<file path="config.mk">
export PLATFORM = sky130hd
export DESIGN_NAME = playout_buffer_gate_flat
export DESIGN_NICKNAME = d
export VERILOG_FILES = /design/src/hdl/pbg_pkg.sv /design/src/hdl/pbg_if.sv /design/src/hdl/pbg_cfg.sv /design/src/hdl/pbg_decide.sv /design/src/hdl/pbg_out_reg.sv /design/src/hdl/playout_buffer_gate.sv /design/src/flat_wrapper.sv
export SDC_FILE = /design/constraint.sdc
export NUM_CORES = 1
export LEC_CHECK = 0
export BUFFER_PORTS_ARGS = -buffer_cell sky130_fd_sc_hd__buf_2
export CAP_MARGIN = 20
export CORE_ASPECT_RATIO = 2
export CORE_MARGIN = 10
export CORE_UTILIZATION = 54
export CTS_CLUSTER_DIAMETER = 80
export CTS_CLUSTER_SIZE = 24
export DETAILED_ROUTE_END_ITERATION = 10
export GPL_TIMING_DRIVEN = 0
export PLACE_DENSITY = 0.77
export SLEW_MARGIN = 20
export SYNTH_ARGS = -nofsm -noshare
export SYNTH_HDL_FRONTEND = slang
export SYNTH_SLANG_ARGS = --single-unit
</file>
<file path="constraint.sdc">
create_clock -name clk -period 8.3 [get_ports clk]
set_clock_uncertainty 0.1 [all_clocks]
set_input_delay 0.415 -clock clk [delete_from_list [all_inputs] [get_ports clk]]
set_output_delay 0.415 -clock clk [all_outputs]
set_load 0.03 [all_outputs]
</file>
<file path="src/hdl/pbg_pkg.sv">
`timescale 1ns / 1ps
// Package for the playout buffer gate: register indexes, action codes,
// configuration, state and result structs. No dependencies.
package pbg_pkg;

    // Configuration register indexes
    localparam int unsigned CFG_IDX_W = 3;
    localparam logic [CFG_IDX_W-1:0] REG_BASE_CYCLE = 3'd0;
    localparam logic [CFG_IDX_W-1:0] REG_FRAME      = 3'd1;
    localparam logic [CFG_IDX_W-1:0] REG_REMAINDER  = 3'd2;
    localparam logic [CFG_IDX_W-1:0] REG_PREFILL    = 3'd3;
    localparam logic [CFG_IDX_W-1:0] REG_REBUFFER   = 3'd4;
    localparam int unsigned CFG_DATA_W = 24;

    // Action codes reported with each result
    localparam logic [2:0] ACT_EMPTY      = 3'd0;
    localparam logic [2:0] ACT_INACTIVE   = 3'd1;
    localparam logic [2:0] ACT_PREFILL    = 3'd2;
    localparam logic [2:0] ACT_REBUFFER   = 3'd3;
    localparam logic [2:0] ACT_FULL_POP   = 3'd4;
    localparam logic [2:0] ACT_UNDERRUN   = 3'd5;

    typedef struct packed {
        logic [15:0] base_cycle_bytes;
        logic [6:0]  frame_bytes;
        logic [5:0]  cycle_remainder;
        logic [23:0] prefill_bytes;
        logic [23:0] rebuffer_target_bytes;
    } cfg_t;

    typedef struct packed {
        logic [6:0]  frac_accumulator;
        logic        steady_flag;
        logic        prefill_done_flag;
        logic        rebuffering_flag;
        logic [23:0] armed_threshold;
        logic [31:0] active_cycles;
        logic [31:0] silence_cycles;
        logic [31:0] pop_cycles;
        logic [31:0] underrun_events;
        logic [47:0] bytes_popped;
    } state_t;

    typedef struct packed {
        logic [16:0] size_bytes;
        logic [2:0]  action;
        logic [16:0] real_bytes;
        logic [31:0] cycle_count;
        logic [31:0] silent_count;
        logic [31:0] real_count;
        logic [31:0] underrun_count;
        logic [47:0] popped_total;
    } result_t;

endpackage

</file>
<file path="src/hdl/pbg_if.sv">
`timescale 1ns / 1ps
// Valid/ready channel interfaces for the playout buffer gate.
// Standalone; no package needed.
interface pbg_in_if;
    logic        valid;
    logic        ready;
    logic [23:0] ring_available;
    logic        active;

    modport source (output valid, output ring_available, output active, input ready);
    modport sink   (input valid, input ring_available, input active, output ready);
endinterface

interface pbg_out_if;
    logic        valid;
    logic        ready;
    logic [16:0] size_bytes;
    logic [2:0]  action;
    logic [16:0] real_bytes;
    logic [31:0] cycle_count;
    logic [31:0] silent_count;
    logic [31:0] real_count;
    logic [31:0] underrun_count;
    logic [47:0] popped_total;

    modport source (output valid, output size_bytes, output action, output real_bytes,
                    output cycle_count, output silent_count, output real_count,
                    output underrun_count, output popped_total, input ready);
    modport sink   (input valid, input size_bytes, input action, input real_bytes,
                    input cycle_count, input silent_count, input real_count,
                    input underrun_count, input popped_total, output ready);
endinterface

</file>
<file path="src/hdl/pbg_cfg.sv">
`timescale 1ns / 1ps
// Configuration register file of the playout buffer gate.
// Depends on pbg_pkg.
module pbg_cfg
    import pbg_pkg::*;
(
    input  logic                  clk,
    input  logic                  rst_n,
    input  logic                  cfg_we,
    input  logic [CFG_IDX_W-1:0]  cfg_index,
    input  logic [CFG_DATA_W-1:0] cfg_data,
    output cfg_t                  cfg,
    output logic                  clear_state
);

    cfg_t cfg_reg;
    cfg_t cfg_next;
    logic hit;

    // Index decode; writes beyond the list are dropped and clear nothing
    always_comb
    begin
        cfg_next = cfg_reg;
        hit      = 1'b0;
        if (cfg_we)
        begin
            unique case (cfg_index)
                REG_BASE_CYCLE:
                begin
                    cfg_next.base_cycle_bytes = cfg_data[15:0];
                    hit = 1'b1;
                end
                REG_FRAME:
                begin
                    cfg_next.frame_bytes = cfg_data[6:0];
                    hit = 1'b1;
                end
                REG_REMAINDER:
                begin
                    cfg_next.cycle_remainder = cfg_data[5:0];
                    hit = 1'b1;
                end
                REG_PREFILL:
                begin
                    cfg_next.prefill_bytes = cfg_data[23:0];
                    hit = 1'b1;
                end
                REG_REBUFFER:
                begin
                    cfg_next.rebuffer_target_bytes = cfg_data[23:0];
                    hit = 1'b1;
                end
                default:
                begin
                    hit = 1'b0;
                end
            endcase
        end
    end

    always_ff @(posedge clk or negedge rst_n)
    begin
        if (!rst_n)
            cfg_reg <= '0;
        else
            cfg_reg <= cfg_next;
    end

    assign cfg         = cfg_reg;
    assign clear_state = hit;

endmodule

</file>
<file path="src/hdl/pbg_decide.sv">
`timescale 1ns / 1ps
// Per-cycle gate decision: compensation frame, silence/pop cascade, counters.
// Pure combinational; depends on pbg_pkg.
module pbg_decide
    import pbg_pkg::*;
(
    input  cfg_t        cfg,
    input  state_t      cur,
    input  logic [23:0] ring_available,
    input  logic        active,
    output state_t      nxt,
    output result_t     res
);

    logic [7:0]  acc_sum;
    logic [16:0] want;
    logic [16:0] real_b;
    logic [2:0]  act_code;
    logic        decided;
    logic        have_want;

    always_comb
    begin
        nxt      = cur;
        want     = {1'b0, cfg.base_cycle_bytes};
        real_b   = '0;
        act_code = ACT_EMPTY;
        decided  = 1'b0;
        acc_sum  = {1'b0, cur.frac_accumulator} + {2'b00, cfg.cycle_remainder};

        // Fractional remainder: add one extra frame once a frame has built up
        if (cfg.frame_bytes != 7'd0 && cfg.cycle_remainder != 6'd0)
        begin
            if (acc_sum >= {1'b0, cfg.frame_bytes})
            begin
                acc_sum = acc_sum - {1'b0, cfg.frame_bytes};
                want    = want + {10'd0, cfg.frame_bytes};
            end
            nxt.frac_accumulator = acc_sum[6:0];
        end

        // 24-bit fill compares against the 17-bit request
        have_want = ring_available >= {7'd0, want};

        if (!active)
        begin
            nxt.steady_flag = 1'b0;
            act_code        = ACT_INACTIVE;
        end
        else if (want == 17'd0)
        begin
            act_code = ACT_EMPTY;
        end
        else
        begin
            nxt.active_cycles = cur.active_cycles + 32'd1;

            // Steady fast path
            if (cur.steady_flag)
            begin
                if (have_want)
                begin
                    real_b   = want;
                    act_code = ACT_FULL_POP;
                    decided  = 1'b1;
                end
                else
                begin
                    nxt.steady_flag = 1'b0;
                end
            end

            // Prefill gate
            if (!decided && !cur.prefill_done_flag)
            begin
                if (cfg.prefill_bytes == 24'd0 || ring_available >= cfg.prefill_bytes)
                    nxt.prefill_done_flag = 1'b1;
                else
                begin
                    act_code = ACT_PREFILL;
                    decided  = 1'b1;
                end
            end

            // Rebuffer gate
            if (!decided && cur.rebuffering_flag)
            begin
                if (ring_available >= cur.armed_threshold)
                    nxt.rebuffering_flag = 1'b0;
                else
                begin
                    act_code = ACT_REBUFFER;
                    decided  = 1'b1;
                end
            end

            // Pop: full cycle, or what is there on underrun
            if (!decided)
            begin
                if (!have_want)
                begin
                    nxt.armed_threshold  = cfg.rebuffer_target_bytes;
                    nxt.rebuffering_flag = 1'b1;
                    nxt.underrun_events  = cur.underrun_events + 32'd1;
                    real_b               = ring_available[16:0];
                    act_code             = ACT_UNDERRUN;
                end
                else
                begin
                    real_b          = want;
                    nxt.steady_flag = 1'b1;
                    act_code        = ACT_FULL_POP;
                end
            end

            // Diagnostic counters
            if (act_code == ACT_PREFILL || act_code == ACT_REBUFFER)
                nxt.silence_cycles = cur.silence_cycles + 32'd1;
            else
            begin
                nxt.bytes_popped = cur.bytes_popped + {31'd0, real_b};
                nxt.pop_cycles   = cur.pop_cycles + 32'd1;
            end
        end

        res.size_bytes     = want;
        res.action         = act_code;
        res.real_bytes     = real_b;
        res.cycle_count    = nxt.active_cycles;
        res.silent_count   = nxt.silence_cycles;
        res.real_count     = nxt.pop_cycles;
        res.underrun_count = nxt.underrun_events;
        res.popped_total   = nxt.bytes_popped;
    end

endmodule

</file>
<file path="src/hdl/pbg_out_reg.sv">
`timescale 1ns / 1ps
// Result register with valid/ready toward the output channel.
// Depends on pbg_pkg and pbg_out_if.
module pbg_out_reg
    import pbg_pkg::*;
(
    input  logic     clk,
    input  logic     rst_n,
    input  logic     load,
    input  result_t  res,
    output logic     can_load,
    pbg_out_if.source out_ch
);

    logic    valid_reg;
    logic    valid_next;
    result_t data_reg;

    // Free when empty or when the held result leaves this cycle
    assign can_load   = !valid_reg || out_ch.ready;
    assign valid_next = load ? 1'b1 : (valid_reg && !out_ch.ready);

    always_ff @(posedge clk or negedge rst_n)
    begin
        if (!rst_n)
            valid_reg <= 1'b0;
        else
            valid_reg <= valid_next;
    end

    // Payload needs no reset
    always_ff @(posedge clk)
    begin
        if (load)
            data_reg <= res;
    end

    assign out_ch.valid          = valid_reg;
    assign out_ch.size_bytes     = data_reg.size_bytes;
    assign out_ch.action         = data_reg.action;
    assign out_ch.real_bytes     = data_reg.real_bytes;
    assign out_ch.cycle_count    = data_reg.cycle_count;
    assign out_ch.silent_count   = data_reg.silent_count;
    assign out_ch.real_count     = data_reg.real_count;
    assign out_ch.underrun_count = data_reg.underrun_count;
    assign out_ch.popped_total   = data_reg.popped_total;

endmodule

</file>
<file path="src/hdl/playout_buffer_gate.sv">
`timescale 1ns / 1ps
// Playout buffer gate top level. The result is valid in the cycle after its input.
// Throughput: one transaction per cycle unless stalled; state regs close the loop.
// The input is ready whenever the result register is empty or being drained.
// Reset (rst_n low, asynchronous) clears configuration, state and result valid.
// A configuration write to a listed register clears all gate state.
// Depends on pbg_pkg, pbg_if, pbg_cfg, pbg_decide, pbg_out_reg.
module playout_buffer_gate
    import pbg_pkg::*;
(
    input  logic                  clk,
    input  logic                  rst_n,
    input  logic                  cfg_we,
    input  logic [CFG_IDX_W-1:0]  cfg_index,
    input  logic [CFG_DATA_W-1:0] cfg_data,
    pbg_in_if.sink                in_ch,
    pbg_out_if.source             out_ch
);

    cfg_t    cfg;
    logic    clear_state;
    state_t  state_reg;
    state_t  state_next;
    state_t  step_state;
    result_t res;
    logic    can_load;
    logic    accept;

    pbg_cfg u_cfg (
        .clk         (clk),
        .rst_n       (rst_n),
        .cfg_we      (cfg_we),
        .cfg_index   (cfg_index),
        .cfg_data    (cfg_data),
        .cfg         (cfg),
        .clear_state (clear_state)
    );

    pbg_decide u_decide (
        .cfg            (cfg),
        .cur            (state_reg),
        .ring_available (in_ch.ring_available),
        .active         (in_ch.active),
        .nxt            (step_state),
        .res            (res)
    );

    pbg_out_reg u_out (
        .clk      (clk),
        .rst_n    (rst_n),
        .load     (accept),
        .res      (res),
        .can_load (can_load),
        .out_ch   (out_ch)
    );

    assign in_ch.ready = can_load;
    assign accept      = in_ch.valid && can_load;

    // Gate state: cleared by a register write, advanced per transaction
    always_comb
    begin
        if (clear_state)
            state_next = '0;
        else if (accept)
            state_next = step_state;
        else
            state_next = state_reg;
    end

    always_ff @(posedge clk or negedge rst_n)
    begin
        if (!rst_n)
            state_reg <= '0;
        else
            state_reg <= state_next;
    end

endmodule

</file>
<file path="src/flat_wrapper.sv">
// flat-port wrapper written by rule: the top's interface ports become plain ports
module playout_buffer_gate_flat import pbg_pkg::*;
  (clk, rst_n, cfg_we, cfg_index, cfg_data, in_ch_valid, in_ch_ring_available, in_ch_active, in_ch_ready, out_ch_valid, out_ch_size_bytes, out_ch_action, out_ch_real_bytes, out_ch_cycle_count, out_ch_silent_count, out_ch_real_count, out_ch_underrun_count, out_ch_popped_total, out_ch_ready);
  pbg_in_if in_ch_i ();
  pbg_out_if out_ch_i ();
  input  logic clk;
  input  logic rst_n;
  input  logic cfg_we;
  input  logic [CFG_IDX_W-1:0] cfg_index;
  input  logic [CFG_DATA_W-1:0] cfg_data;
  input wire logic [$bits(in_ch_i.valid)-1:0] in_ch_valid;
  input wire logic [$bits(in_ch_i.ring_available)-1:0] in_ch_ring_available;
  input wire logic [$bits(in_ch_i.active)-1:0] in_ch_active;
  output wire logic [$bits(in_ch_i.ready)-1:0] in_ch_ready;
  output wire logic [$bits(out_ch_i.valid)-1:0] out_ch_valid;
  output wire logic [$bits(out_ch_i.size_bytes)-1:0] out_ch_size_bytes;
  output wire logic [$bits(out_ch_i.action)-1:0] out_ch_action;
  output wire logic [$bits(out_ch_i.real_bytes)-1:0] out_ch_real_bytes;
  output wire logic [$bits(out_ch_i.cycle_count)-1:0] out_ch_cycle_count;
  output wire logic [$bits(out_ch_i.silent_count)-1:0] out_ch_silent_count;
  output wire logic [$bits(out_ch_i.real_count)-1:0] out_ch_real_count;
  output wire logic [$bits(out_ch_i.underrun_count)-1:0] out_ch_underrun_count;
  output wire logic [$bits(out_ch_i.popped_total)-1:0] out_ch_popped_total;
  input wire logic [$bits(out_ch_i.ready)-1:0] out_ch_ready;
  assign in_ch_i.valid = in_ch_valid;
  assign in_ch_i.ring_available = in_ch_ring_available;
  assign in_ch_i.active = in_ch_active;
  assign in_ch_ready = in_ch_i.ready;
  assign out_ch_valid = out_ch_i.valid;
  assign out_ch_size_bytes = out_ch_i.size_bytes;
  assign out_ch_action = out_ch_i.action;
  assign out_ch_real_bytes = out_ch_i.real_bytes;
  assign out_ch_cycle_count = out_ch_i.cycle_count;
  assign out_ch_silent_count = out_ch_i.silent_count;
  assign out_ch_real_count = out_ch_i.real_count;
  assign out_ch_underrun_count = out_ch_i.underrun_count;
  assign out_ch_popped_total = out_ch_i.popped_total;
  assign out_ch_i.ready = out_ch_ready;
  playout_buffer_gate u_core (.clk(clk), .rst_n(rst_n), .cfg_we(cfg_we), .cfg_index(cfg_index), .cfg_data(cfg_data), .in_ch(in_ch_i), .out_ch(out_ch_i));
endmodule
</file>
---- Word-level counts from Yosys, hierarchy flattened ----
Cells that the tools add are included.
word-level totals
  register bits ........................... 501
  bits of input ports ..................... 57
  output and inout port bits .............. 215
  logic and storage cells ................. 137
operators by class
  $add $sub $neg .......................... 8
  magnitude comparators ................... 4
  equal/unequal tests ..................... 10
  mux-type cells .......................... 54
  bitwise logic cells ..................... 1
  reductions and logical operators ........ 35
operator list
  operator                                                          number
  210-bit two-way mux                                               2
  203-bit two-way mux                                               1
  202-bit two-way mux                                               1
  17-bit two-way mux                                                8
  32-bit by 1-bit adder with 32-bit output (second input constant)  4
  32-bit two-way mux                                                4
  25-bit two-way mux                                                2
  48-bit by 17-bit adder with 48-bit output                         1
  24-bit >= comparator                                              2
  48-bit two-way mux                                                1
  3-bit two-way mux                                                 9
  24-bit by 17-bit >= comparator with 1-bit output                  1
  24-bit logical NOT                                                1
  1-bit two-way mux                                                 24
  16-bit by 7-bit adder with 17-bit output                          1
  17-bit logical NOT                                                1
  7-bit two-way mux                                                 2
  2-bit AND reduction                                               7
  3-bit by 2-bit == test with 1-bit output (second input constant)  4
  5-bit AND reduction                                               2
  2-bit nonzero test                                                5
  7-bit by 6-bit adder with 8-bit output                            1
  8-bit by 7-bit >= comparator with 1-bit output                    1
  7-bit nonzero test                                                1
  14 further kinds                                                  26

---- Longest topological paths before layout ----
  depth in word-level cells ............... 29
  gate-level depth with buffers ........... 42
  depth with buffers taken out ............ 36

---- Cells and area by module ----
From an unflattened synthesis, not the netlist that was laid out.
second synthesis, totals
  cell total of the unflattened synthesis .. 2758
  area total of the unflattened synthesis .. 30207.7 um^2
modules (own cells, without submodules)
  module               times used  cells an instance  area an instance (um^2)  seq. area each (um^2)
  playout_buffer_gate  1           958                10881.7                  5255.0
  pbg_decide           1           1415               9949.5                   0.0
  pbg_out_reg          1           216                6443.7                   6421.2
  pbg_cfg              1           169                2932.8                   1926.8

---- Worst setup path after synthesis ----
Ideal clock, no wire load.
  kind .................................... register to register
  start point ............................. reg u_core.u_out.valid_reg (netlist: u_core.u_out.out_ch.valid)
  end point ............................... reg u_core.state_reg[208] (netlist name)
  setup time .............................. 0.136 ns
  arrival time ............................ 8.641 ns
  data required time ...................... 8.064 ns
  setup slack ............................. -0.578 ns
  cell stages (with the launch flop) ...... 10
  buffers on the path ..................... 3
  period minus slack after synthesis ...... 8.878 ns
  cells stage by stage .................... dfrtp_1 nand2b_1 nand2_1 inv_1 clkbuf_1 clkbuf_1 buf_1 nand2_1 nand2_1 a21oi_1
between the ends
  cells in the longest elaborated chain, start to end .. 5
RTL lines
  element                        line                       source
  start: declaration             pbg_out_reg.sv:15          logic valid_reg;
  start signal: assignment       pbg_out_reg.sv:28          valid_reg <= valid_next;
  1-bit logical NOT              pbg_out_reg.sv:20          assign can_load = !valid_reg || out_ch.ready;
  1-bit logical OR               pbg_out_reg.sv:20
  via in_ch_ready                flat_wrapper.sv:14         output wire logic [$bits(in_ch_i.ready)-1:0] in_ch_ready;
  1-bit logical AND              playout_buffer_gate.sv:58  assign accept = in_ch.valid && can_load;
  via u_core.accept              playout_buffer_gate.sv:27  logic accept;
  2-bit nonzero test (no line)   -
  2-bit AND reduction (no line)  -
  end signal: assignment         playout_buffer_gate.sv:76  state_reg <= state_next;
  end: declaration               playout_buffer_gate.sv:22  state_t state_reg;
The timed path passes the listed nets, and every way through them passes these cells.
A chain may end at the register's enable or synchronous reset.

==> results.txt <==
syn nets -> 2727
Die W -> 177 um
Net Sw Power -> 2.58 mW
Critical R2R Launch -> u_core.u_cfg.cfg[48]
Sw Ratio -> 36.6%
routed wire length on met3 -> 5.51 mm
fraction of layout cells with a size suffix above 1 -> 21.0%
CTS Buffer Depth -> 3
VDD IR-drop max -> 0.227 mV
TritonCTS clock tree -> done
Rows -> 115
Placed Instances -> 3479
max-cap viol count -> 0
area added between synthesis and finish -> 16.0%
Cell Int Power -> 4.46 mW
crit-path max cell delay -> 0.41 ns
Cell Pwr Density -> 227 mW/mm^2
Port Buffers -> 270
Syn Inst Count -> 2560
Remaining Overflow, GRT -> 0
failing checks -> negative setup slack
Top Family by Delay on Critical Path -> compound AO/OA/AOI/OAI gates
DR vias -> 22000
worst reg2reg path endpoint -> u_core.state_reg[46]
synth unique cells -> 84
FF+latch count, synth -> 501
Req. time, crit path -> 8.71 ns
Lkg Pwr -> 13.2 nW
Largest register FFs -> 210
Routed Antenna Nets -> 0
worst setup path class -> reg2reg
H-Tree Depth -> 1
Final setup viols -> 1
post-DR vias/cell -> 6.14
largest net degree at the start of global routing -> 102
Worst Path Arrival -> 8.73 ns
violation count after the first detailed-routing iteration -> 2098
relative slew slack -> 20.9%
WP depth -> 39
EDFF count, synth -> 213
status -> finished, violations left
routed len/inst -> 23.7 um
Slowest-stage cell, CP -> dfrtp_1
Combinational Power Share -> 38.1%
min-delay worst type -> in2reg
Placed Area -> 0.0291 sq mm
worst-margin pin slew -> 1.19 ns
CP dominant cell by count -> o21a_1
Mapped Area -> 0.0267 sq mm
RSZ-0062 raised after global routing -> true
asr flop ratio synth -> 57.5%
Avg Cell Area, Syn -> 10.4 sq um
uppermost layer routed -> met5
YS warnings -> 0
post-layout min period -> 8.32 ns
All-Layer GR Usage -> 27.9%
vias in the first global route -> 22100
PnR worst setup slack -> -0.0184 ns
CTS root buffer -> clkbuf_16
Crit. End Element -> flip-flop
Setup crit start kind -> flip-flop
DRC viols -> 0
Slew Limit Fails -> 0
CTS Buf Count -> 24
Reg2Reg Setup Slack -> -0.02 ns
Final Instance Area -> 0.0310 sq mm
Setup crit end -> u_core.state_reg[46]
Worst-Skew Late Latency -> 0.62 ns
fmax -> 120 MHz
first-pass GRT wire length -> 128 mm
Main synth FF type -> dfrtp_1
Layout Cells excl Fill -> 3588
Critical Path Source -> u_core.u_cfg.cfg[48]
DP HPWL -> 63.6 mm
met2 wire length -> 43.9 mm
final worst-path cycle share -> 100%
Clock Power Share -> 19.3%
CP max FO -> 7
CTS Sinks -> 501
WL final -> 84.9 mm
Initial Utilization -> 54.5%
Reg power frac -> 42.6%
Final nets -> 3094
initial antenna violation count -> 3
Met1 Wirelength -> 29.6 mm
Die Area -> 0.0593 sq mm
sequential element share of the synthesized area -> 50.9%
Die Y -> 335 um
Fin. Hold Viols -> 0
io pins -> 272
drt pass-1 iters -> 6
buffer and inverter count on the worst path -> 6
gpl congestion -> 0.975
clock slew at reported path FFs -> 0.12 ns
reg2reg path depth -> 39
Core ar. -> 0.0491 sq mm
## layout make-up
cell class / instances / area, sq um
Antenna cell: 1 / 2.50
Sequential cell: 501 / 13600
Multi-Input combinational cell: 1819 / 12800
Tap cell: 643 / 805
Clock inverter: 2 / 21.3
Fill cell: 4045 / 18100
Inverter: 118 / 445
Buffer: 116 / 587
Clock buffer: 41 / 664
Timing Repair Buffer: 347 / 2100
## stage by stage
stage / util (%) / setup WS [ns] / TNS [ns] / hold WS (ns) / power (mW)
2_1_floorplan: - / 0.0569 / 0 / 0.0194 / 4.49
3_3_place_gp: 58.9 / -3.47 / -609.72 / 0.380 / 5.15
3_5_place_dp: 59.2 / -2.57 / -140.16 / 0.176 / 5.19
4_1_cts: 62.0 / 0.0123 / 0 / 0.00449 / 6.85
5_1_grt: 63.2 / -0.294 / -4.88 / 0.0118 / 7.38
6_report: 63.2 / -0.0184 / -0.0184 / 0.0141 / 7.04
## what timing repair did
item	4_1_cts	5_1_grt
hold endpoints to repair	225	0
resized for setup	75	85
pin swaps	32	52
buffers inserted	35	24
hold buffers	12	0
endpoints found under the setup margin	89	60
## worst min-delay path by stage
stage | from | cells past startpoint | endpoint
floorplan | rst_n | 0 | u_core.state_reg[0]
global placement | u_core.state_reg[201] | 2 | u_core.state_reg[201]
detailed placement | rst_n | 1 | u_core.state_reg[203]
CTS | cfg_data[10] | 2 | u_core.u_cfg.cfg[71]
global route | out_ch_ready | 3 | u_core.u_out.out_ch.valid
finish | cfg_data[10] | 2 | u_core.u_cfg.cfg[71]
## cell usage after synthesis (all sizes together), types with 65 or more instances
| master | number | area (sq um) |
|---|---|---|
| a21oi | 172 | 868 |
| ha | 106 | 1330 |
| mux2 | 82 | 923 |
| xor2 | 128 | 1120 |
| o31ai | 65 | 488 |
| nor3 | 78 | 395 |
| nor2 | 180 | 676 |
| inv | 118 | 443 |
| nand2 | 249 | 937 |
| dfrtp | 288 | 7210 |
| nand3 | 93 | 465 |
| edfxtp | 213 | 6400 |
| clkbuf | 69 | 259 |
| o21ai | 97 | 500 |
| xnor2 | 96 | 841 |
## per-layer routing
metal / vias up / global-route usage (%)
li1: 10000 / -
met2: 995 / 49.6
met1: 10700 / 30.0
met3: 275 / 3.90
met4: 4 / 18.3
met5: - / 0
## logic make-up (layout without fill, tap and decap cells)
logic type                 count (synthesis)  after routing  share of synthesized area (%)
AOI/OAI and AO/OA                        484            484                           11.7
xor gates and xnor gates                 225            225                           7.42
adders and majority gates                110            110                           5.26
buffers and inverters                    240            624                           3.70
DFF                                      501            501                           50.9
muxes                                    100            100                           4.13
other                                      0              1                              0
and+or+nand+nor                          900            900                           16.8
## power groups by stage
| stage | clock network (mW) | registers, mW | logic, mW |
|---|---|---|---|
| floorplan | 0 | 3.18 | 1.31 |
| global placement | 0 | 3.06 | 2.10 |
| detailed placement | 0 | 3.04 | 2.16 |
| CTS | 1.37 | 2.99 | 2.49 |
| global route | 1.47 | 3.02 | 2.90 |
| finish | 1.36 | 3.00 | 2.69 |
## cell usage in the layout (no fill, tap or decap), types with 64 or more instances in the layout
cell	n
a21oi_1	159
buf_2	302
buf_4	64
clkbuf_1	78
dfrtp_1	288
edfxtp_1	213
ha_1	98
inv_1	116
mux2_2	79
nand2_1	244
nand3_1	92
nor2_1	173
nor3_1	65
o21ai_0	83
xnor2_1	94
xor2_1	121
No activity file was read; power rests on OpenSTA's default activity.
